$ cat src/hdl/ipsrf_pkg.sv
// Package with types and constants of the ICMP per-subnet rate filter.
`timescale 1ns / 1ps
`default_nettype none
package ipsrf_pkg;
  localparam int TABLE_ENTRIES = 2048;
  localparam int IDX_W = $clog2(TABLE_ENTRIES);
  localparam logic [31:0] SUBNET_MASK = 32'hFFFF_FF00;
  localparam logic [7:0] PROTO_ICMP = 8'd1;
  localparam logic [7:0] PROTO_UDP = 8'd17;
  localparam logic [7:0] TYPE_ECHO_REPLY = 8'd0;
  localparam logic [7:0] TYPE_UNREACH = 8'd3;
  localparam logic [7:0] TYPE_REDIRECT = 8'd5;
  localparam logic [7:0] CODE_FRAG_NEEDED = 8'd4;
  localparam logic [1:0] REG_SUBNET_SALT = 2'd0;
  localparam logic [1:0] REG_CREDIT_LIMIT = 2'd1;
  localparam logic [1:0] REG_REFILL_AMOUNT = 2'd2;
  localparam logic [1:0] REG_REFILL_INTERVAL = 2'd3;
  localparam logic [1:0] REASON_NONE = 2'd0;
  localparam logic [1:0] REASON_RATE = 2'd1;
  localparam logic [1:0] REASON_REDIRECT = 2'd2;
  localparam logic [1:0] REASON_FRAG = 2'd3;

  typedef enum logic [2:0] {
    BK_CLEAR,
    BK_IDLE,
    BK_READ,
    BK_CALC,
    BK_WRITE
  } bk_state_t;

  typedef struct packed {
    logic [31:0] source_address;
    logic [7:0] icmp_type;
    logic [7:0] icmp_code;
    logic inner_ip_ok;
    logic [7:0] inner_protocol;
    logic inner_icmp_ok;
    logic [7:0] inner_icmp_type;
    logic [63:0] now_ns;
    logic [1:0] cost;
  } in_word_t;

  typedef struct packed {
    logic policed;
    logic [IDX_W-1:0] idx;
    logic is_redirect;
    logic post_check;
    logic redirect_bad;
    logic frag_bad;
    logic [63:0] now_ns;
    logic [1:0] cost;
  } job_t;

  typedef struct packed {
    logic verdict;
    logic [1:0] drop_reason;
    logic [10:0] bucket_index;
    logic [9:0] credit_after;
  } out_word_t;

  typedef struct packed {
    logic [31:0] subnet_salt;
    logic [9:0] credit_limit;
    logic [9:0] refill_amount;
    logic [29:0] refill_interval_ns;
  } cfg_regs_t;
endpackage
`default_nettype wire

$ cat src/hdl/ipsrf_if.sv
// Valid/ready channel interfaces of the ICMP per-subnet rate filter.
`timescale 1ns / 1ps
`default_nettype none
interface ipsrf_in_if import ipsrf_pkg::*; ();
  logic valid;
  logic ready;
  logic ipv4_header_ok;
  logic [7:0] ip_protocol;
  logic icmp_header_ok;
  logic [31:0] source_address;
  logic [7:0] icmp_type;
  logic [7:0] icmp_code;
  logic inner_ip_ok;
  logic [7:0] inner_protocol;
  logic inner_icmp_ok;
  logic [7:0] inner_icmp_type;
  logic [63:0] now_ns;
  logic [1:0] cost;
  modport source (output valid, ipv4_header_ok, ip_protocol, icmp_header_ok,
    source_address, icmp_type, icmp_code, inner_ip_ok, inner_protocol,
    inner_icmp_ok, inner_icmp_type, now_ns, cost, input ready);
  modport sink (input valid, ipv4_header_ok, ip_protocol, icmp_header_ok,
    source_address, icmp_type, icmp_code, inner_ip_ok, inner_protocol,
    inner_icmp_ok, inner_icmp_type, now_ns, cost, output ready);
endinterface

`default_nettype wire

$ cat src/hdl/ipsrf_front.sv
// Front end: classifies packets and computes bucket index and post checks.
`timescale 1ns / 1ps
`default_nettype none
module ipsrf_front import ipsrf_pkg::*; (
  input wire logic clk,
  input wire logic rst_n,
  ipsrf_in_if.sink in_ch,
  input wire logic [31:0] subnet_salt,
  output job_t job,
  output logic job_valid,
  input wire logic job_ready
);
  job_t job_r, job_nxt;
  logic job_valid_r;
  logic [31:0] hashed;
  logic is_frag;

  assign in_ch.ready = !job_valid_r || job_ready;
  assign hashed = (in_ch.source_address & SUBNET_MASK) ^ subnet_salt;
  assign is_frag = (in_ch.icmp_type == TYPE_UNREACH) &&
                   (in_ch.icmp_code == CODE_FRAG_NEEDED);

  always_comb begin
    job_nxt.policed = in_ch.ipv4_header_ok && (in_ch.ip_protocol == PROTO_ICMP)
                      && in_ch.icmp_header_ok;
    job_nxt.idx = hashed[IDX_W-1:0];
    job_nxt.is_redirect = (in_ch.icmp_type == TYPE_REDIRECT);
    job_nxt.post_check = (is_frag || job_nxt.is_redirect) && in_ch.inner_ip_ok;
    job_nxt.redirect_bad = (in_ch.inner_protocol == PROTO_UDP) ||
                           (in_ch.inner_protocol == PROTO_ICMP);
    job_nxt.frag_bad = (in_ch.inner_protocol == PROTO_ICMP) && in_ch.inner_icmp_ok
      && ((in_ch.inner_icmp_type == TYPE_ECHO_REPLY) ||
          (in_ch.inner_icmp_type == TYPE_UNREACH) ||
          (in_ch.inner_icmp_type == TYPE_REDIRECT));
    job_nxt.now_ns = in_ch.now_ns;
    job_nxt.cost = in_ch.cost;
  end

  always_ff @(posedge clk) begin
    if (!rst_n) begin
      job_valid_r <= 1'b0;
    end else if (in_ch.ready) begin
      job_valid_r <= in_ch.valid;
    end
    if (in_ch.ready && in_ch.valid) begin
      job_r <= job_nxt;
    end
  end

  assign job = job_r;
  assign job_valid = job_valid_r;
endmodule
`default_nettype wire

$ cat src/flat_wrapper.sv
// flat-port wrapper written by rule: the top's interface ports become plain ports
module ipsrf_front_flat import ipsrf_pkg::*;
  (clk, rst_n, subnet_salt, job, job_valid, job_ready, in_ch_valid, in_ch_ipv4_header_ok, in_ch_ip_protocol, in_ch_icmp_header_ok, in_ch_source_address, in_ch_icmp_type, in_ch_icmp_code, in_ch_inner_ip_ok, in_ch_inner_protocol, in_ch_inner_icmp_ok, in_ch_inner_icmp_type, in_ch_now_ns, in_ch_cost, in_ch_ready);
  ipsrf_in_if in_ch_i ();
  input wire logic clk;
  input wire logic rst_n;
  input wire logic [31:0] subnet_salt;
  output job_t job;
  output logic job_valid;
  input wire logic job_ready;
  input wire logic [$bits(in_ch_i.valid)-1:0] in_ch_valid;
  input wire logic [$bits(in_ch_i.ipv4_header_ok)-1:0] in_ch_ipv4_header_ok;
  input wire logic [$bits(in_ch_i.ip_protocol)-1:0] in_ch_ip_protocol;
  input wire logic [$bits(in_ch_i.icmp_header_ok)-1:0] in_ch_icmp_header_ok;
  input wire logic [$bits(in_ch_i.source_address)-1:0] in_ch_source_address;
  input wire logic [$bits(in_ch_i.icmp_type)-1:0] in_ch_icmp_type;
  input wire logic [$bits(in_ch_i.icmp_code)-1:0] in_ch_icmp_code;
  input wire logic [$bits(in_ch_i.inner_ip_ok)-1:0] in_ch_inner_ip_ok;
  input wire logic [$bits(in_ch_i.inner_protocol)-1:0] in_ch_inner_protocol;
  input wire logic [$bits(in_ch_i.inner_icmp_ok)-1:0] in_ch_inner_icmp_ok;
  input wire logic [$bits(in_ch_i.inner_icmp_type)-1:0] in_ch_inner_icmp_type;
  input wire logic [$bits(in_ch_i.now_ns)-1:0] in_ch_now_ns;
  input wire logic [$bits(in_ch_i.cost)-1:0] in_ch_cost;
  output wire logic [$bits(in_ch_i.ready)-1:0] in_ch_ready;
  assign in_ch_i.valid = in_ch_valid;
  assign in_ch_i.ipv4_header_ok = in_ch_ipv4_header_ok;
  assign in_ch_i.ip_protocol = in_ch_ip_protocol;
  assign in_ch_i.icmp_header_ok = in_ch_icmp_header_ok;
  assign in_ch_i.source_address = in_ch_source_address;
  assign in_ch_i.icmp_type = in_ch_icmp_type;
  assign in_ch_i.icmp_code = in_ch_icmp_code;
  assign in_ch_i.inner_ip_ok = in_ch_inner_ip_ok;
  assign in_ch_i.inner_protocol = in_ch_inner_protocol;
  assign in_ch_i.inner_icmp_ok = in_ch_inner_icmp_ok;
  assign in_ch_i.inner_icmp_type = in_ch_inner_icmp_type;
  assign in_ch_i.now_ns = in_ch_now_ns;
  assign in_ch_i.cost = in_ch_cost;
  assign in_ch_ready = in_ch_i.ready;
  ipsrf_front u_core (.clk(clk), .rst_n(rst_n), .in_ch(in_ch_i), .subnet_salt(subnet_salt), .job(job), .job_valid(job_valid), .job_ready(job_ready));
endmodule
$ cat config.mk
export PLATFORM = sky130hd
export DESIGN_NAME = ipsrf_front_flat
export DESIGN_NICKNAME = d
export VERILOG_FILES = /design/src/hdl/ipsrf_pkg.sv /design/src/hdl/ipsrf_if.sv /design/src/hdl/ipsrf_front.sv /design/src/flat_wrapper.sv
export SDC_FILE = /design/constraint.sdc
export NUM_CORES = 1
export LEC_CHECK = 0
export ABC_AREA = 1
export ABC_CLOCK_PERIOD_IN_PS = 5300
export BUFFER_PORTS_ARGS = -buffer_cell sky130_fd_sc_hd__buf_2
export CAP_MARGIN = 0
export CORE_MARGIN = 10
export CORE_UTILIZATION = 33
export CTS_CLUSTER_SIZE = 30
export DETAILED_ROUTE_END_ITERATION = 8
export PLACE_DENSITY = 0.85
export SYNTH_ARGS = -nofsm -noshare
export SYNTH_HDL_FRONTEND = slang
export SYNTH_SLANG_ARGS = --single-unit
$ cat constraint.sdc
create_clock -name clk -period 5.3 [get_ports clk]
set_clock_uncertainty 0.15 [all_clocks]
set_input_delay 1.06 -clock clk [delete_from_list [all_inputs] [get_ports clk]]
set_output_delay 1.06 -clock clk [all_outputs]
set_load 0.02 [all_outputs]
Yosys cells after proc, flatten, opt, wreduce, memory -nomap -nowiden
Cells that the tools add are included.
- logic and storage cells: 32
- bits in registers: 83
- input bits: 178
- output and inout port bits: 84
- bitwise logic cells: 1
- equal/unequal tests: 8
- reductions and logical operators: 14
- operators with widths (cell ; number):
    equality test 8 x 3 -> 1 bit, second input constant ; 3
    equality test 8 x 1 -> 1 bit, second input constant ; 2
    equality test 8 x 2 -> 1 bit, second input constant ; 2
    XOR 11 bit ; 1
    equality test 8 x 5 -> 1 bit, second input constant ; 1
    zero test 8 bit ; 1
    logical AND 1 bit ; 7
    logical OR 1 bit ; 5
    zero test 1 bit ; 1

Logic depth before layout (Yosys ltp)
- depth after elaboration: 4
- mapped depth: 6
- depth with buffers taken out: 6

Worst setup path after synthesis
Ideal clock, no wire load.
- path type: input -> register
- from: input in_ch_valid
- to: register u_core.job_r, in the netlist u_core.job[0], enable pin
- setup slack: -468 ps
- library setup time: 550 ps
- arrival time: 5068 ps
- buffers on the path: 0
- stages on the path: 2
- required time: 4600 ps
- cell sequence: inv_1 > a21oi_1
- longest elaborated chain between the ends: 1
- RTL lines (what ; line ; text):
    from (decl) ; flat_wrapper.sv:11 ; input wire logic [$bits(in_ch_i.valid)-1:0] in_ch_valid;
    logical AND 1 bit ; ipsrf_front.sv:45 ; if (in_ch.ready && in_ch.valid) begin
    to (signal assigned) ; ipsrf_front.sv:46 ; job_r <= job_nxt;
    to (decl) ; ipsrf_front.sv:13 ; job_t job_r, job_nxt;
Every way passes these cells.
A chain may end at the register's enable or synchronous reset.

Worst setup path after layout
- from: input job_ready
- to: output in_ch_ready
- longest elaborated chain between the ends: 1
- RTL lines (what ; line ; text):
    from (decl) ; flat_wrapper.sv:10 ; input wire logic job_ready;
    logical OR 1 bit ; ipsrf_front.sv:18 ; assign in_ch.ready = !job_valid_r || job_ready;
    to (decl) ; flat_wrapper.sv:24 ; output wire logic [$bits(in_ch_i.ready)-1:0] in_ch_ready;
Every way passes these cells.

==> reports/metrics.csv <==
metric;value;unit
status;finished, final reports clean;
Slew Viols, Final;0;
RSZ-0062 raised after global routing;no;
Hold EP;u_core.job_valid;
R2R cell count;2;
Seq/Total Area, Yosys;89.9;%
crit-path most repeated cell;buf_2;
PD cells;337;mW/mm²
min-delay worst type;register to register;
worst slew pin tran;0.700;ns
Period minus WS final;2.70;ns
CTS tree;yes;
reg2reg start;u_core.job_valid;
Pleak;1.90;nW
I/O pins;262;
1st-iter DRT viols;129;
H-tree levels;3;
area post-placement;0.00398;mm²
RePlAce Congestion;0.756;
vias in the first global route;2300;
Global Route Usage Sum;13.0;%
Worst Path Buf+Inv;3;
PortBufs;211;
Die ar.;0.0124;mm²
Comb power frac;11.5;%
period utilization;50.9;%
crit-path max cell delay;0.16;ns
Die Height;111;µm
Setup TNS;0;ns
Final #Nets;542;
crit-path cells;buf_2 -> inv_1 -> nand2_1 -> buf_2;
Die W;111;µm
average vias per placed instance;4.26;
fin area;0.00419;mm²
Via Count;2018;
Core Util, Final;51.3;%
cell-internal power;0.00109;W
final hold violation count;0;
CTS resizes;0;
Max-Slew Margin vs Limit;53.3;%
post-detailed-route wirelength per cell;17.4;µm
Setup Viol. Count Final;0;
Layout area overhead;51.8;%
first drt pass iteration count;6;
Reg clk slew, reported paths;0.07;ns
Max Clk Rate;0.371;GHz
largest net degree at the start of global routing;58;
Syn. warnings;0;
Clk pwr share;33.7;%
Longest Clk Path Bufs;2;
Sink Count;83;
worst-skew pair later-pin latency;0.33;ns
hpwl dp;6.98;mm
FF+latch count, synth;83;
Core Area;0.00818;mm²
Worst Hold Depth;2;
Routed Antenna Nets;0;
Post-Syn Instances;140;
Starting Density;33.8;%
first-pass GRT wire length;12.6;mm
critical path class;primary input to output port;
Avg Cell Area, Syn;19.7;µm²
antenna violations before repair;2;
VDD IR-drop max;120;µV
hold path start;u_core.job_valid;
Clock Tree Root;clkbuf_8;
Crit path max-delay family;buffers and inverters;
# DRC;0;
clock buffer count from CTS;9;
setup slack, reg-to-reg;3.68;ns
Worst path slowest cell;buf_2;
Routed Wire Length;8.25;mm
setup bufs post-CTS;0;
critical path endpoint category;output port;
Max-Cap Viols;0;
Critical Path Start Type;primary input;
Psw;0.000321;W
layout cells sized above 1;63.6;%
Data arrival, critical path;1.49;ns
Cell Area, Synth;0.00276;mm²
Synth cell types;18;
Reg power frac;54.9;%
post-synth net total;318;
GRT overflow;0;
critical path peak fanout;2;
# hold bufs at CTS;0;
Critical Path RT;4.09;ns
Rows;33;
FF-to-FF End;u_core.job[6];
sw frac;22.7;%
worst reg2reg max path: stages (launching register included):
cell and delay [ns]:
dfxtp_1 0.35, a21oi_4 0.15, buf_4 0.58
routing by layer:
metal  wire length [µm]  vias to the layer above  track usage (%)
met5                 11                        -                0
met4                124                        2             4.80
met3               1110                       12             8.64
met2               3900                      143             20.8
met1               3110                      903             13.5
li1                   -                      958                -
cells in the mapped netlist (all sizes together):
cell | n | share of area, %
xor2 | 3 | 0.95
nor2 | 20 | 2.8
a21oi | 2 | 0.50
nand3 | 3 | 0.72
nand4 | 2 | 0.45
nor2b | 1 | 0.50
nand2 | 10 | 1.4
nand3b | 1 | 0.27
inv | 11 | 1.5
edfxtp | 82 | 89
a21boi | 1 | 0.27
or2 | 1 | 0.23
dfxtp | 1 | 0.72
nor3 | 2 | 0.54
per-stage QoR:
| stage | hold WS, ns | setup WS (ns) | cells | total power [W] |
|---|---|---|---|---|
| 5_1_grt | 0.416 | 2.58 | 473 | 0.00148 |
| 2_1_floorplan | 0.573 | 1.21 | 140 | 0.000865 |
| 6_report | 0.390 | 2.60 | 474 | 0.00141 |
| 3_5_place_dp | 0.379 | 2.60 | 458 | 0.000957 |
| 3_3_place_gp | 0.367 | 2.61 | 458 | 0.000950 |
| 4_1_cts | 0.390 | 2.60 | 473 | 0.00144 |
registers in the layout, summed over array words and instances, names as in the netlist:
| name | flops |
|---|---|
| u_core.job | 82 |
| u_core.job_valid | 1 |
worst max-delay path by stage:
stage | from | to | slack, ns | depth (start not counted)
2_1_floorplan | job_ready | u_core.job[0] | 1.21 | 2
3_3_place_gp | job_ready | in_ch_ready | 2.61 | 4
3_5_place_dp | job_ready | in_ch_ready | 2.60 | 4
4_1_cts | job_ready | in_ch_ready | 2.60 | 4
5_1_grt | job_ready | in_ch_ready | 2.58 | 4
6_report | job_ready | in_ch_ready | 2.60 | 4
logic make-up after synthesis:
| logic type | after synthesis | synth area share (%) |
|---|---|---|
| DFF | 83 | 89.9 |
| and+or+nand+nor | 40 | 6.89 |
| buffers and inverters | 11 | 1.50 |
| AOI/OAI and AO/OA | 3 | 0.770 |
| xor gates and xnor gates | 3 | 0.952 |
power groups by stage:
stage	Sequential [W]	Clock (W)	Combinational, W
after floorplan	0.000844	0	0.0000210
after global placement	0.000790	0	0.000161
after detailed placement	0.000792	0	0.000166
after CTS	0.000777	0.000496	0.000166
after global routing	0.000779	0.000527	0.000176
final	0.000776	0.000477	0.000162
cells in the final DEF, fill, tap and decap left out:
cell,instances
a21boi_1,1
a21oi_2,1
a21oi_4,1
buf_2,211
buf_4,2
bufinv_16,2
clkbuf_8,9
clkinv_2,1
clkinv_4,3
dfxtp_1,1
diode_2,1
edfxtp_1,82
inv_1,11
nand2_1,10
nand3_1,2
nand3_2,1
nand3b_1,1
nand4_1,2
nor2_1,19
nor2_2,1
nor2b_4,1
nor3_1,1
nor3_2,1
or2_0,1
xor2_1,3
area by class of cell:
cell class | instances | area [µm²]
Clock buffer | 9 | 124
Antenna cell | 1 | 2.50
Timing Repair Buffer | 213 | 1070
Tap cell | 105 | 131
Multi-Input combinational cell | 46 | 249
Inverter | 11 | 41.3
Fill cell | 733 | 3980
Sequential cell | 83 | 2480
Clock inverter | 6 | 91.3
(Power assumes the default switching activity.)
