### src/hdl/ipsrf_pkg.sv
// Package with types and constants of the ICMP per-subnet rate filter.
`timescale 1ns / 1ps
`default_nettype none
package ipsrf_pkg;
  localparam int TABLE_ENTRIES = 2048;
  localparam int IDX_W = $clog2(TABLE_ENTRIES);
  localparam logic [31:0] SUBNET_MASK = 32'hFFFF_FF00;
  localparam logic [7:0] PROTO_ICMP = 8'd1;
  localparam logic [7:0] PROTO_UDP = 8'd17;
  localparam logic [7:0] TYPE_ECHO_REPLY = 8'd0;
  localparam logic [7:0] TYPE_UNREACH = 8'd3;
  localparam logic [7:0] TYPE_REDIRECT = 8'd5;
  localparam logic [7:0] CODE_FRAG_NEEDED = 8'd4;
  localparam logic [1:0] REG_SUBNET_SALT = 2'd0;
  localparam logic [1:0] REG_CREDIT_LIMIT = 2'd1;
  localparam logic [1:0] REG_REFILL_AMOUNT = 2'd2;
  localparam logic [1:0] REG_REFILL_INTERVAL = 2'd3;
  localparam logic [1:0] REASON_NONE = 2'd0;
  localparam logic [1:0] REASON_RATE = 2'd1;
  localparam logic [1:0] REASON_REDIRECT = 2'd2;
  localparam logic [1:0] REASON_FRAG = 2'd3;

  typedef enum logic [2:0] {
    BK_CLEAR,
    BK_IDLE,
    BK_READ,
    BK_CALC,
    BK_WRITE
  } bk_state_t;

  typedef struct packed {
    logic [31:0] source_address;
    logic [7:0] icmp_type;
    logic [7:0] icmp_code;
    logic inner_ip_ok;
    logic [7:0] inner_protocol;
    logic inner_icmp_ok;
    logic [7:0] inner_icmp_type;
    logic [63:0] now_ns;
    logic [1:0] cost;
  } in_word_t;

  typedef struct packed {
    logic policed;
    logic [IDX_W-1:0] idx;
    logic is_redirect;
    logic post_check;
    logic redirect_bad;
    logic frag_bad;
    logic [63:0] now_ns;
    logic [1:0] cost;
  } job_t;

  typedef struct packed {
    logic verdict;
    logic [1:0] drop_reason;
    logic [10:0] bucket_index;
    logic [9:0] credit_after;
  } out_word_t;

  typedef struct packed {
    logic [31:0] subnet_salt;
    logic [9:0] credit_limit;
    logic [9:0] refill_amount;
    logic [29:0] refill_interval_ns;
  } cfg_regs_t;
endpackage
`default_nettype wire

### src/hdl/ipsrf_if.sv
// Valid/ready channel interfaces of the ICMP per-subnet rate filter.
`timescale 1ns / 1ps
`default_nettype none


interface ipsrf_cfg_if ();
  logic valid;
  logic ready;
  logic [1:0] index;
  logic [31:0] data;
  modport source (output valid, index, data, input ready);
  modport sink (input valid, index, data, output ready);
endinterface
`default_nettype wire

### src/hdl/ipsrf_cfg.sv
// Configuration register file of the ICMP per-subnet rate filter.
`timescale 1ns / 1ps
`default_nettype none
module ipsrf_cfg import ipsrf_pkg::*; (
  input wire logic clk,
  input wire logic rst_n,
  ipsrf_cfg_if.sink cfg_ch,
  output cfg_regs_t regs
);
  cfg_regs_t regs_r;

  assign cfg_ch.ready = 1'b1;

  always_ff @(posedge clk) begin
    if (!rst_n) begin
      regs_r.subnet_salt <= '0;
      regs_r.credit_limit <= 10'd1000;
      regs_r.refill_amount <= 10'd500;
      regs_r.refill_interval_ns <= 30'd500000000;
    end else if (cfg_ch.valid) begin
      case (cfg_ch.index)
        REG_SUBNET_SALT: regs_r.subnet_salt <= cfg_ch.data;
        REG_CREDIT_LIMIT: regs_r.credit_limit <= cfg_ch.data[9:0];
        REG_REFILL_AMOUNT: regs_r.refill_amount <= cfg_ch.data[9:0];
        REG_REFILL_INTERVAL: regs_r.refill_interval_ns <= cfg_ch.data[29:0];
        default: regs_r <= regs_r;
      endcase
    end
  end

  assign regs = regs_r;
endmodule
`default_nettype wire

### src/flat_wrapper.sv
// flat-port wrapper written by rule: the top's interface ports become plain ports
module ipsrf_cfg_flat import ipsrf_pkg::*;
  (clk, rst_n, regs, cfg_ch_valid, cfg_ch_index, cfg_ch_data, cfg_ch_ready);
  ipsrf_cfg_if cfg_ch_i ();
  input wire logic clk;
  input wire logic rst_n;
  output cfg_regs_t regs;
  input wire logic [$bits(cfg_ch_i.valid)-1:0] cfg_ch_valid;
  input wire logic [$bits(cfg_ch_i.index)-1:0] cfg_ch_index;
  input wire logic [$bits(cfg_ch_i.data)-1:0] cfg_ch_data;
  output wire logic [$bits(cfg_ch_i.ready)-1:0] cfg_ch_ready;
  assign cfg_ch_i.valid = cfg_ch_valid;
  assign cfg_ch_i.index = cfg_ch_index;
  assign cfg_ch_i.data = cfg_ch_data;
  assign cfg_ch_ready = cfg_ch_i.ready;
  ipsrf_cfg u_core (.clk(clk), .rst_n(rst_n), .cfg_ch(cfg_ch_i), .regs(regs));
endmodule
### config.mk
export PLATFORM = sky130hd
export DESIGN_NAME = ipsrf_cfg_flat
export DESIGN_NICKNAME = d
export VERILOG_FILES = /design/src/hdl/ipsrf_pkg.sv /design/src/hdl/ipsrf_if.sv /design/src/hdl/ipsrf_cfg.sv /design/src/flat_wrapper.sv
export SDC_FILE = /design/constraint.sdc
export NUM_CORES = 1
export LEC_CHECK = 0
export BUFFER_PORTS_ARGS = -buffer_cell sky130_fd_sc_hd__buf_2
export CAP_MARGIN = 20
export CORE_ASPECT_RATIO = 1.75
export CORE_MARGIN = 1
export CORE_UTILIZATION = 44
export CTS_CLUSTER_DIAMETER = 50
export DETAILED_ROUTE_END_ITERATION = 10
export PLACE_DENSITY_LB_ADDON = 0.15
export SLEW_MARGIN = 20
export SYNTH_ARGS = -nofsm -noshare
export SYNTH_HDL_FRONTEND = slang
export SYNTH_SLANG_ARGS = --single-unit
### constraint.sdc
create_clock -name clk -period 0.85 [get_ports clk]
set_input_delay 0.085 -clock clk [delete_from_list [all_inputs] [get_ports clk]]
set_output_delay 0.085 -clock clk [all_outputs]
set_load 0.01 [all_outputs]
After elaboration in Yosys (flattened, before gate mapping)
Cells that the tools add are included.
{ "totals": {"wordCells": 12, "ff_bits": 82, "output_inout_bits": 83, "inputBits": 37} }
{ "classes": {"eq_ne": 3, "reduce_logical": 5} }
{ "op_table": {"columns": ["op", "count"], "rows": [
  ["AND reduction 2 bit", 4],
  ["equality test 2 bit, second input constant", 2],
  ["equality test 2 x 1 -> 1 bit, second input constant", 1],
  ["zero test 2 bit", 1]
]} }

Logic depth before layout (Yosys ltp)
Gate-level depths: netlist (run 1).
{ "logic_depth": {"depth_word": 2, "mapped_depth": 5, "ltp_nobuf": 2} }

Worst setup path after synthesis (run 1)
OpenSTA, ideal clock, no wires.
{ "synth_timing": {"path_type": "input to register", "from": "input port rst_n", "to": "register u_core.regs_r (netlist bit u_core.regs[14])", "slack_ns": -0.010, "required_ns": 0.709, "stages": 4, "n_path_buf": 3, "t_arrival_ns": 0.719, "setup_ns": 0.141, "path_cell_list": "buf_4 -> buf_4 -> clkbuf_1 -> o211ai_1"} }
{ "synth_lines": {"columns": ["item", "line", "text"], "rows": [
  ["from (decl)", "flat_wrapper.sv:6", "input wire logic rst_n;"],
  ["to (signal assigned)", "ipsrf_cfg.sv:26", "default: regs_r <= regs_r;"],
  ["to (decl)", "ipsrf_cfg.sv:10", "cfg_regs_t regs_r;"]
]} }
No word-level cell between the ends.

Worst setup path after layout (run 1)
{ "layout_timing": {"from": "register u_core.regs_r (netlist bit u_core.regs[4])", "to": "output port regs[4] in the netlist's numbering"} }
{ "layout_lines": {"columns": ["item", "line", "text"], "rows": [
  ["to (decl)", "flat_wrapper.sv:7", "output cfg_regs_t regs;"]
]} }
No word-level cell between the ends.

==> metrics, run 1 <==
Slowest-stage cell, CP=dfxtp_2; worst-path maximum fanout=2; CTS Buf Count=9; Final nets=slightly above 500; initial antenna violation count=0; first-pass GRT wire length=about 13000 um; CTS root buf=clkbuf_16; DRT Wirelength=8450 um; Core ar.=slightly above 7000 um^2; number of H-tree levels=3; switching pwr=about 2 mW; vias per cell=a little under 5; DR vias=roughly 2800; final std cells w/o fill=around 570; final non-filler cell area=slightly above 5000 um^2; Clock Latency Late Sink=approximately 0.33 ns; Pre-antenna DRT Iters=4; max-slew violations=0; Seq cells post-synth=82; Post-DRT Antenna Nets=0; Final TNS setup=-0.138 ns; Sink Count=82; clk buf depth=2; Placer Congestion=~0.73; DP Area=approximately 4000 um^2; CTS tree=done; Mapped Area=roughly 3300 um^2; Die X=67.1 um; max incr delay on CP=between 0.3 and 0.4 ns; synthesis-to-finish area growth=55.8%; die area=a little under 8000 um^2; drt wl/cell=around 15 um; I/O Buffers=about 120; residual DRC count=0; switching share of power=0.232; pwr dens=1730 nW/um^2; Ports=between 100 and 150; PnR worst setup slack=-0.0132 ns; fin crit share=1.02; f_max=roughly 1200 MHz; Maximum Capacitance Violations=0; crit end category=output port; overall power=slightly below 9 mW; die height=about 120 um; post-route minimum period=roughly 0.86 ns; worst hold-check path type=primary input to flip-flop; Core Util, Final=0.707; Clock Skew=0 ns; Clk network pwr share=0.401; critical path data arrival time=a little under 0.8 ns; final setup violation count=33; Syn Inst Count=roughly 340; vias in the first global route=2741; Synth Net Count=about 370; status=complete, but fails checks; CP Class=flip-flop to output port; P_leak=about 2.4 nW; Critical Path Start Type=flip-flop; sequential cell area fraction in the yosys report=0.503; DR iter-0 viols=101; syn_area_per_cell=between 9 and 10 um^2; maximum vdd drop=approximately 1500 uV; HPWL Detailed=about 5700 um; critical-path cell list=buf_6; CTS clk-pin slew, worst paths=~0.060 ns; crit path buf inv count=1; RSZ-0062 raised after global routing=true; Final Hold Vio Count=0; layout cells sized above 1=0.532; Netlist cell types=19; pre-CTS setup slack=-0.235 ns; sequential power share=0.470; initial core utilization=0.454; P_int=between 6 and 7 mW; # rows=41; CP top delay family=flip-flops; logic gate share of total power=0.129; largest net degree at the start of global routing=33; total global-route track usage=0.228; GRT overflow=0; dpl cells=537; max reg flops=just over 80; hold slack=just over 0.007 ns; WP data required=between 0.7 and 0.8 ns; yosys warns=0; antenna cell count=0; failing checks=negative setup slack
[timing repair]
item	4_1_cts	5_1_grt
setup buffers	5	7
setup endpoints to repair	82	85
gates resized for setup	164	1
hold buffers	5	0
endpoints found under the hold margin	5	0
[final cells by class]
type                            count  area (um^2)
Tap cell                           86          108
Multi-Input combinational cell    208         1380
Sequential cell                    82         1740
Fill cell                         549         2100
Timing Repair Buffer              162         1510
Clock buffer                       12          256
Inverter                           16         60.1
Clock inverter                      3         15.0
[synth_stat cells, drive strengths merged]
cell     n  area, um^2
nand2   89         334
dfxtp   82        1640
mux2i   66         661
buf     22         158
inv     16        60.1
o211ai  16         120
nor2b   13        81.3
nand4   12        75.1
clkbuf   7        26.3
nand4b   4        35.0
and3b    2        17.5
nand3b   2        18.8
and3     1        6.26
conb     1        3.75
nand3    1        10.0
nor3b    1        12.5
[power by group through the flow]
stage               sequential (mW)  combinational [mW]  clock, mW
global route                   4.15                1.23       3.77
floorplan                      4.22               0.435          0
CTS                            4.13                1.12       3.60
detailed placement             4.15               0.920          0
finish                         4.13                1.13       3.52
global placement               4.14               0.909          0
[tightest hold or removal path: cells and delay by family]
family,cells,cell delay [ns]
buffers and inverters,1,0.11
and+or+nand+nor,1,0.05
muxes,1,0.05
[routing by layer]
layer  wire length (um)  vias to the layer above  GRT usage  share of wire
met5                  0                        -          0              0
met4                214                        0      0.102          0.025
met3                416                       16     0.0728          0.049
met2               4500                       82      0.408           0.53
met1               3320                     1329      0.235           0.39
li1                   -                     1401          -              -
[final timing paths]
path | from | end | slack (ns) | cells after the start
max | u_core.regs[4]$_SDFFE_PN0P_ | regs[4] | -0.01 | 1
min | cfg_ch_data[26] | u_core.regs[76]$_SDFFE_PN0P_ | 0.007 | 3
max reg2reg | u_core.regs[37]$_SDFFE_PN1P_ | u_core.regs[37]$_SDFFE_PN1P_ | 0.08 | 3
min reg2reg | u_core.regs[25]$_SDFFE_PN0P_ | u_core.regs[25]$_SDFFE_PN0P_ | 0.46 | 2
[cell families after synthesis]
family,share of synthesized area
other,0.00115
buffers and inverters,0.0748
multiplexers,0.203
AND/OR/NAND/NOR,0.181
AO/OA/AOI/OAI,0.0368
flip-flops,0.503
[placed cells by master (no fill, tap or decap)]
master / instances
buf_12: 5
clkbuf_16: 9
conb_1: 1
nor2b_1: 12
nand2_1: 89
o211ai_1: 16
dfxtp_2: 82
dlygate4sd3_1: 5
nor3b_4: 1
and3b_1: 2
nor2b_2: 1
clkbuf_8: 2
clkbuf_1: 1
nand3b_1: 1
inv_1: 16
buf_2: 35
buf_4: 35
nand4b_1: 4
nand3b_2: 1
nand4_1: 12
buf_6: 82
mux2i_1: 66
and3_1: 1
clkinv_2: 3
nand3_2: 1
No activity file was read; power rests on OpenSTA's default activity.
==> run 2: changes to the inputs <==
- PLACE_DENSITY: default -> 0.81
- PLACE_DENSITY_LB_ADDON: 0.15 -> default
==> run 2 against run 1 <==
Combinational power about the same. Design area down 0.44%. The run still ends with negative setup slack left. First-iteration DRC count up 21%. Via count up 1.1%. Clock power down 3%. Wire length up 7.8%. Final cell count down 0.18%. Setup slack worse by 0.0072 ns.
==> metrics, run 2 (synthesized netlist as in run 1, its figures left out) <==
f_max=1150 MHz (-0.83%); Final Hold Vio Count=0 (unchanged); final setup violation count=47 (+42%); total global-route track usage=0.240 (+0.0121); failing checks=negative setup slack; clk buf depth=2 (unchanged); Critical Path Start Type=flip-flop; DR iter-0 viols=122 (+21%); layout cells sized above 1=0.529 (-0.00305); Clock Skew=0 ns (unchanged); Levels on crit path=1 (unchanged); synthesis-to-finish area growth=55.1%; number of H-tree levels=3 (unchanged); Die X=67.1 um (unchanged); Post-DRT Antenna Nets=0 (unchanged); HPWL Detailed=5960 um (+4.8%); residual DRC count=0 (unchanged); CTS clk-pin slew, worst paths=0.05 ns (about the same); Pre-antenna DRT Iters=4 (unchanged); CTS tree=done; Maximum Capacitance Violations=0 (unchanged); largest net degree at the start of global routing=52 (+58%); die area=7770 um^2 (unchanged); post-route minimum period=0.870 ns (+0.00719 ns); crit path buf inv count=1 (unchanged); Final TNS setup=-0.266 ns (-0.128 ns); Sink Count=82 (unchanged); drt wl/cell=16.0 um (+8.0%); vias in the first global route=2832 (+3.3%); pwr dens=1720 nW/um^2 (-0.58%); WP data required=0.76 ns (about the same); RSZ-0062 raised after global routing=true; I/O Buffers=118 (unchanged); reg2reg setup slack=0.04 ns (-0.04 ns); vias per cell=5.03 (+1.2%); antenna cell count=0 (unchanged); fin crit share=1.02 (+0.00846); worst-path maximum fanout=2 (unchanged); worst hold-check path type=primary input to flip-flop; most frequent cells in the layout=nand2_1, buf_6, dfxtp_2, mux2i_1, buf_4; CP Class=flip-flop to output port; first-pass GRT wire length=13700 um (+5.6%); critical path data arrival time=0.79 ns (about the same); CTS Buf Count=9 (unchanged); R2R depth=4 (+1); Core ar.=7180 um^2 (unchanged); Ports=120 (unchanged); crit end category=output port; Slowest-stage cell, CP=dfxtp_2; Placer Congestion=0.797 (+8.7%); max-slew violations=0 (unchanged); # rows=41 (unchanged); status=complete, but fails checks; initial core utilization=0.454 (unchanged); CP top delay family=flip-flops; Final nets=516 (unchanged); critical-path cell list=buf_6; GRT overflow=0 (unchanged); maximum vdd drop=1200 uV (-18%); PnR worst setup slack=-0.0204 ns (-0.00719 ns); P_leak=2.39 nW (-0.50%); CTS root buf=clkbuf_16; max incr delay on CP=0.35 ns (about the same); Worst Hold Depth=3 (unchanged); initial antenna violation count=0 (unchanged); overall power=8.70 mW (-1.0%); DRT Wirelength=9110 um (+7.8%); DR vias=2858 (+1.1%); die height=116 um (unchanged); max reg flops=82 (unchanged); commonest non-fill, non-tap cell in the layout=nand2_1; pre-CTS setup slack=-0.223 ns (+0.0119 ns); Clock Latency Late Sink=0.33 ns (about the same)
run 2: per-stage QoR:
step / area [um^2] / std cells / hold slack, ns / util
after floorplan: 3260 / 335 / 0.227 / -
after global placement: 4050 / 537 / 0.342 / 0.564
after detailed placement: 4050 / 537 / 0.358 / 0.564
after CTS: 4970 / 557 / 0.000133 / 0.692
after global routing: 5060 / 568 / 0.00723 / 0.704
final: 5060 / 568 / 0.00873 / 0.704
run 2: final cells by class:
| type | instances | area [um^2] |
|---|---|---|
| inverters | 16 | 60.1 |
| flip-flops and latches | 82 | 1740 |
| well taps | 86 | 108 |
| repair buffers | 162 | 1510 |
| clock buffers | 14 | 254 |
| fillers | 488 | 2130 |
| multi-input cells | 208 | 1380 |
run 2: worst register-to-register path: cells and delay by family, from the launching register on:
| kind | cells | cell delay, ns |
|---|---|---|
| DFF | 1 | 0.32 |
| buffers and inverters | 2 | 0.25 |
| muxes | 1 | 0.07 |
| and+or+nand+nor | 1 | 0.06 |
run 2: what timing repair did:
action,in CTS,in global routing
setup buffers,3,11
hold buffers,3,0
hold endpoints to repair,3,0
endpoints found under the setup margin,82,85
gates resized for setup,165,1
run 2: path summary, 6_finish.rpt:
| path | startpoint | to |
|---|---|---|
| setup / recovery | u_core.regs[37]$_SDFFE_PN1P_ | regs[37] |
| hold / removal | cfg_ch_data[16] | u_core.regs[66]$_SDFFE_PN0P_ |
| setup reg to reg | u_core.regs[33]$_SDFFE_PN0P_ | u_core.regs[33]$_SDFFE_PN0P_ |
| hold reg to reg | u_core.regs[63]$_SDFFE_PN0P_ | u_core.regs[63]$_SDFFE_PN0P_ |
run 2: power breakdown:
part	internal [mW]	switching, mW	total, mW
Clock	2.03	1.39	3.41
Combinational	0.617	0.527	1.14
Sequential	4.03	0.112	4.14
Total	6.67	2.02	8.70
run 2: metal layers:
layer  up-vias  routed length (um)  global-route usage
met1      1343                3400               0.248
met5         -                   0                   0
li1       1394                   -                   -
met4         0                 321               0.128
met3        28                 364              0.0600
met2        93                5030               0.431
==> run 3: changes to the inputs <==
- ABC_AREA: default -> 1
- CORE_UTILIZATION: 44 -> 45
- PLACE_DENSITY: 0.81 -> 0.82
==> run 3 against run 2 <==
The run still ends with negative setup slack left. Global-route usage is 4.0 points higher. Flip-flop and latch count stayed put. Sequential power increased by 3%. Synthesized cell count up 45%. Critical path depth is the same. Clock-buffer cell count fell by 5. Core utilization up 2.8 points. Sequential share of layout area decreased by 1.8 points. Wire length is 16% higher. Final cell count rose by 25%. Synthesized area is 5.0% higher. Critical endpoint is now regs[48].
==> metrics, run 3 <==
failing checks=negative setup slack; P_leak=2.70 nW (+13%); Netlist cell types=17 (-2); sequential cell area fraction in the yosys report=0.479 (-0.0241); Die X=67.9 um (+1.3%); R2R Path Start=u_core.regs[31]$_SDFFE_PN0P_; Final TNS setup=-1.01 ns (-0.745 ns); layout cells sized above 1=0.406 (-0.123); reg2reg end=u_core.regs[31]$_SDFFE_PN0P_; most frequent cells after synthesis=nand2_1, dfxtp_1, nor2_1; fin crit share=1.05 (+0.0241); WP data required=0.76 ns (about the same); Core ar.=7280 um^2 (+1.4%); DR vias=3686 (+29%); Slowest-stage cell, CP=dfxtp_2; pwr dens=1920 nW/um^2 (+12%); f_max=1120 MHz (-2.3%); DRT Wirelength=10600 um (+16%); Post-synth EDFFs=0 (unchanged); share of synthesized flip-flops with an asynchronous set or reset=0 (unchanged); Critical Path Start Type=flip-flop; critical path data arrival time=0.81 ns (+0.02 ns); initial antenna violation count=0 (unchanged); yosys warns=0 (unchanged); R2R depth=5 (+1); total global-route track usage=0.280 (+0.0399); critical-path cell list=buf_6; crit path buf inv count=1 (unchanged); vias per cell=5.18 (+2.9%); CTS Buf Count=9 (unchanged); CTS tree=done; RSZ-0062 raised after global routing=true; Levels on crit path=1 (unchanged); CP Class=flip-flop to output port; Syn Inst Count=486 (+45%); I/O Buffers=118 (unchanged); area leader, netlist=dfxtp_1; Sink Count=82 (unchanged); Mapped Area=3420 um^2 (+5.0%); Final nets=658 (+28%); Synth area leaders=dfxtp_1, nand2_1, nor2_1; Clock Skew=0 ns (unchanged); Worst Hold Launch=cfg_ch_data[16]; initial core utilization=0.470 (+0.0161); first-pass GRT wire length=17000 um (+24%); DR iter-0 viols=342 (+180%); PnR worst setup slack=-0.0409 ns (-0.0205 ns); Final Hold Vio Count=0 (unchanged); reg2reg setup slack=0.05 ns (about the same); Post-DRT Antenna Nets=0 (unchanged); Synth Net Count=523 (+41%); residual DRC count=0 (unchanged); syn_area_per_cell=7.05 um^2 (-28%); max-slew violations=0 (unchanged); final std cells w/o fill=712 (+25%); Worst Hold Depth=3 (unchanged); post-route minimum period=0.891 ns (+0.0205 ns); Pre-antenna DRT Iters=5 (+1); worst hold-check path type=primary input to flip-flop; vias in the first global route=3601 (+27%); commonest non-fill, non-tap cell in the layout=nand2_1; die area=7980 um^2 (+2.6%); number of H-tree levels=3 (unchanged); drt wl/cell=14.9 um (-7.3%); top-count cell post-synth=nand2_1; GRT overflow=0 (unchanged); HPWL Detailed=6300 um (+5.6%); most frequent cells in the layout=nand2_1, nor2_1, buf_6, dfxtp_2; die height=117 um (+1.3%); status=complete, but fails checks; Core Util, Final=0.732 (+0.0275); Maximum Capacitance Violations=0 (unchanged); worst-path maximum fanout=2 (unchanged); Placer Congestion=0.876 (+9.8%); CP top delay family=flip-flops; Seq cells post-synth=82 (unchanged); post-synth top area share=0.479 (-0.0241); max incr delay on CP=0.36 ns (about the same); crit end category=output port; overall power=10.2 mW (+18%); CTS clk-pin slew, worst paths=0.06 ns (about the same); dpl cells=672 (+25%); CTS root buf=clkbuf_16; Hold Path End=u_core.regs[16]$_SDFFE_PN1P_; maximum vdd drop=1430 uV (+19%); pre-CTS setup slack=-0.146 ns (+0.0763 ns); Ports=120 (unchanged); largest net degree at the start of global routing=56 (+7.7%); # rows=41 (unchanged); fillers=512 (+4.9%); clk buf depth=2 (unchanged); antenna cell count=0 (unchanged); Clock Latency Late Sink=0.34 ns (about the same); final setup violation count=81 (+72%); max reg flops=82 (unchanged); synthesis-to-finish area growth=55.6%; Most used DFF post-synth=dfxtp_1
==> run 3: changes by cell type after synthesis, sizes merged, moves of 5 or more <==
| cell | before | now |
|---|---|---|
| nor2b | 13 | 0 |
| mux2i | 66 | 0 |
| nor2 | 0 | 83 |
| inv | 16 | 59 |
| nand4 | 12 | 25 |
| nand2 | 89 | 107 |
| a21oi | 0 | 32 |
| o211ai | 16 | 0 |
| nand3 | 1 | 60 |
| clkbuf | 7 | 12 |
==> run 3: how the worst max path moves through the flow <==
stage | startpoint | to | slack, ns
2_1_floorplan | cfg_ch_valid | u_core.regs[14]$_SDFFE_PN1P_ | 0.04
3_3_place_gp | cfg_ch_index[1] | u_core.regs[39]$_SDFFE_PN0P_ | -0.10
3_5_place_dp | cfg_ch_index[1] | u_core.regs[39]$_SDFFE_PN0P_ | -0.15
4_1_cts | u_core.regs[74]$_SDFFE_PN0P_ | regs[74] | -0.04
5_1_grt | u_core.regs[13]$_SDFFE_PN1P_ | regs[13] | -0.05
6_report | u_core.regs[48]$_SDFFE_PN1P_ | regs[48] | -0.04
==> run 3: metal layers <==
layer / global-route usage / wire length [um] / part of all wire / up-vias
li1: - / - / - / 1790
met1: 0.299 / 3760 / 0.35 / 1703
met2: 0.470 / 5750 / 0.54 / 147
met3: 0.0554 / 518 / 0.049 / 46
met4: 0.189 / 567 / 0.054 / 0
met5: 0 / 0 / 0 / -
==> run 3: what timing repair did <==
action / in CTS / in global routing
hold buffers: 11 / 0
endpoints found under the hold margin: 11 / 0
gates resized for setup: 166 / 1
setup endpoints to repair: 82 / 83
buffers inserted: 9 / 4
==> run 3: logic make-up after synthesis <==
kind of cell,Yosys count,share of synthesized area
AOI/OAI and AO/OA,32,0.0468
other,1,0.00110
buffers and inverters,96,0.126
DFF,82,0.479
and+or+nand+nor,275,0.347
==> run 3: where the power goes <==
group	switching [mW]	internal, mW
logic	0.779	0.777
registers	0.160	4.09
clock network	1.57	2.86
total	2.51	7.73
==> run 3: layout make-up <==
cell class | count | area, um^2 | share of cell area
timing repair buffer | 161 | 1560 | 0.292
clock buffer | 9 | 225 | 0.0423
clock inverter | 7 | 118 | 0.0221
sequential | 82 | 1740 | 0.327
multi-input combinational | 308 | 1360 | 0.255
inverter | 59 | 221 | 0.0416
tap | 86 | 108 | 0.0202
==> run 3: through the flow <==
stage / hold WS, ns / instance area, um^2
3_3_place_gp: 0.323 / 4160
6_report: 0.0186 / 5330
3_5_place_dp: 0.337 / 4160
5_1_grt: 0.0360 / 5330
4_1_cts: 0.00141 / 5300
2_1_floorplan: 0.220 / 3420
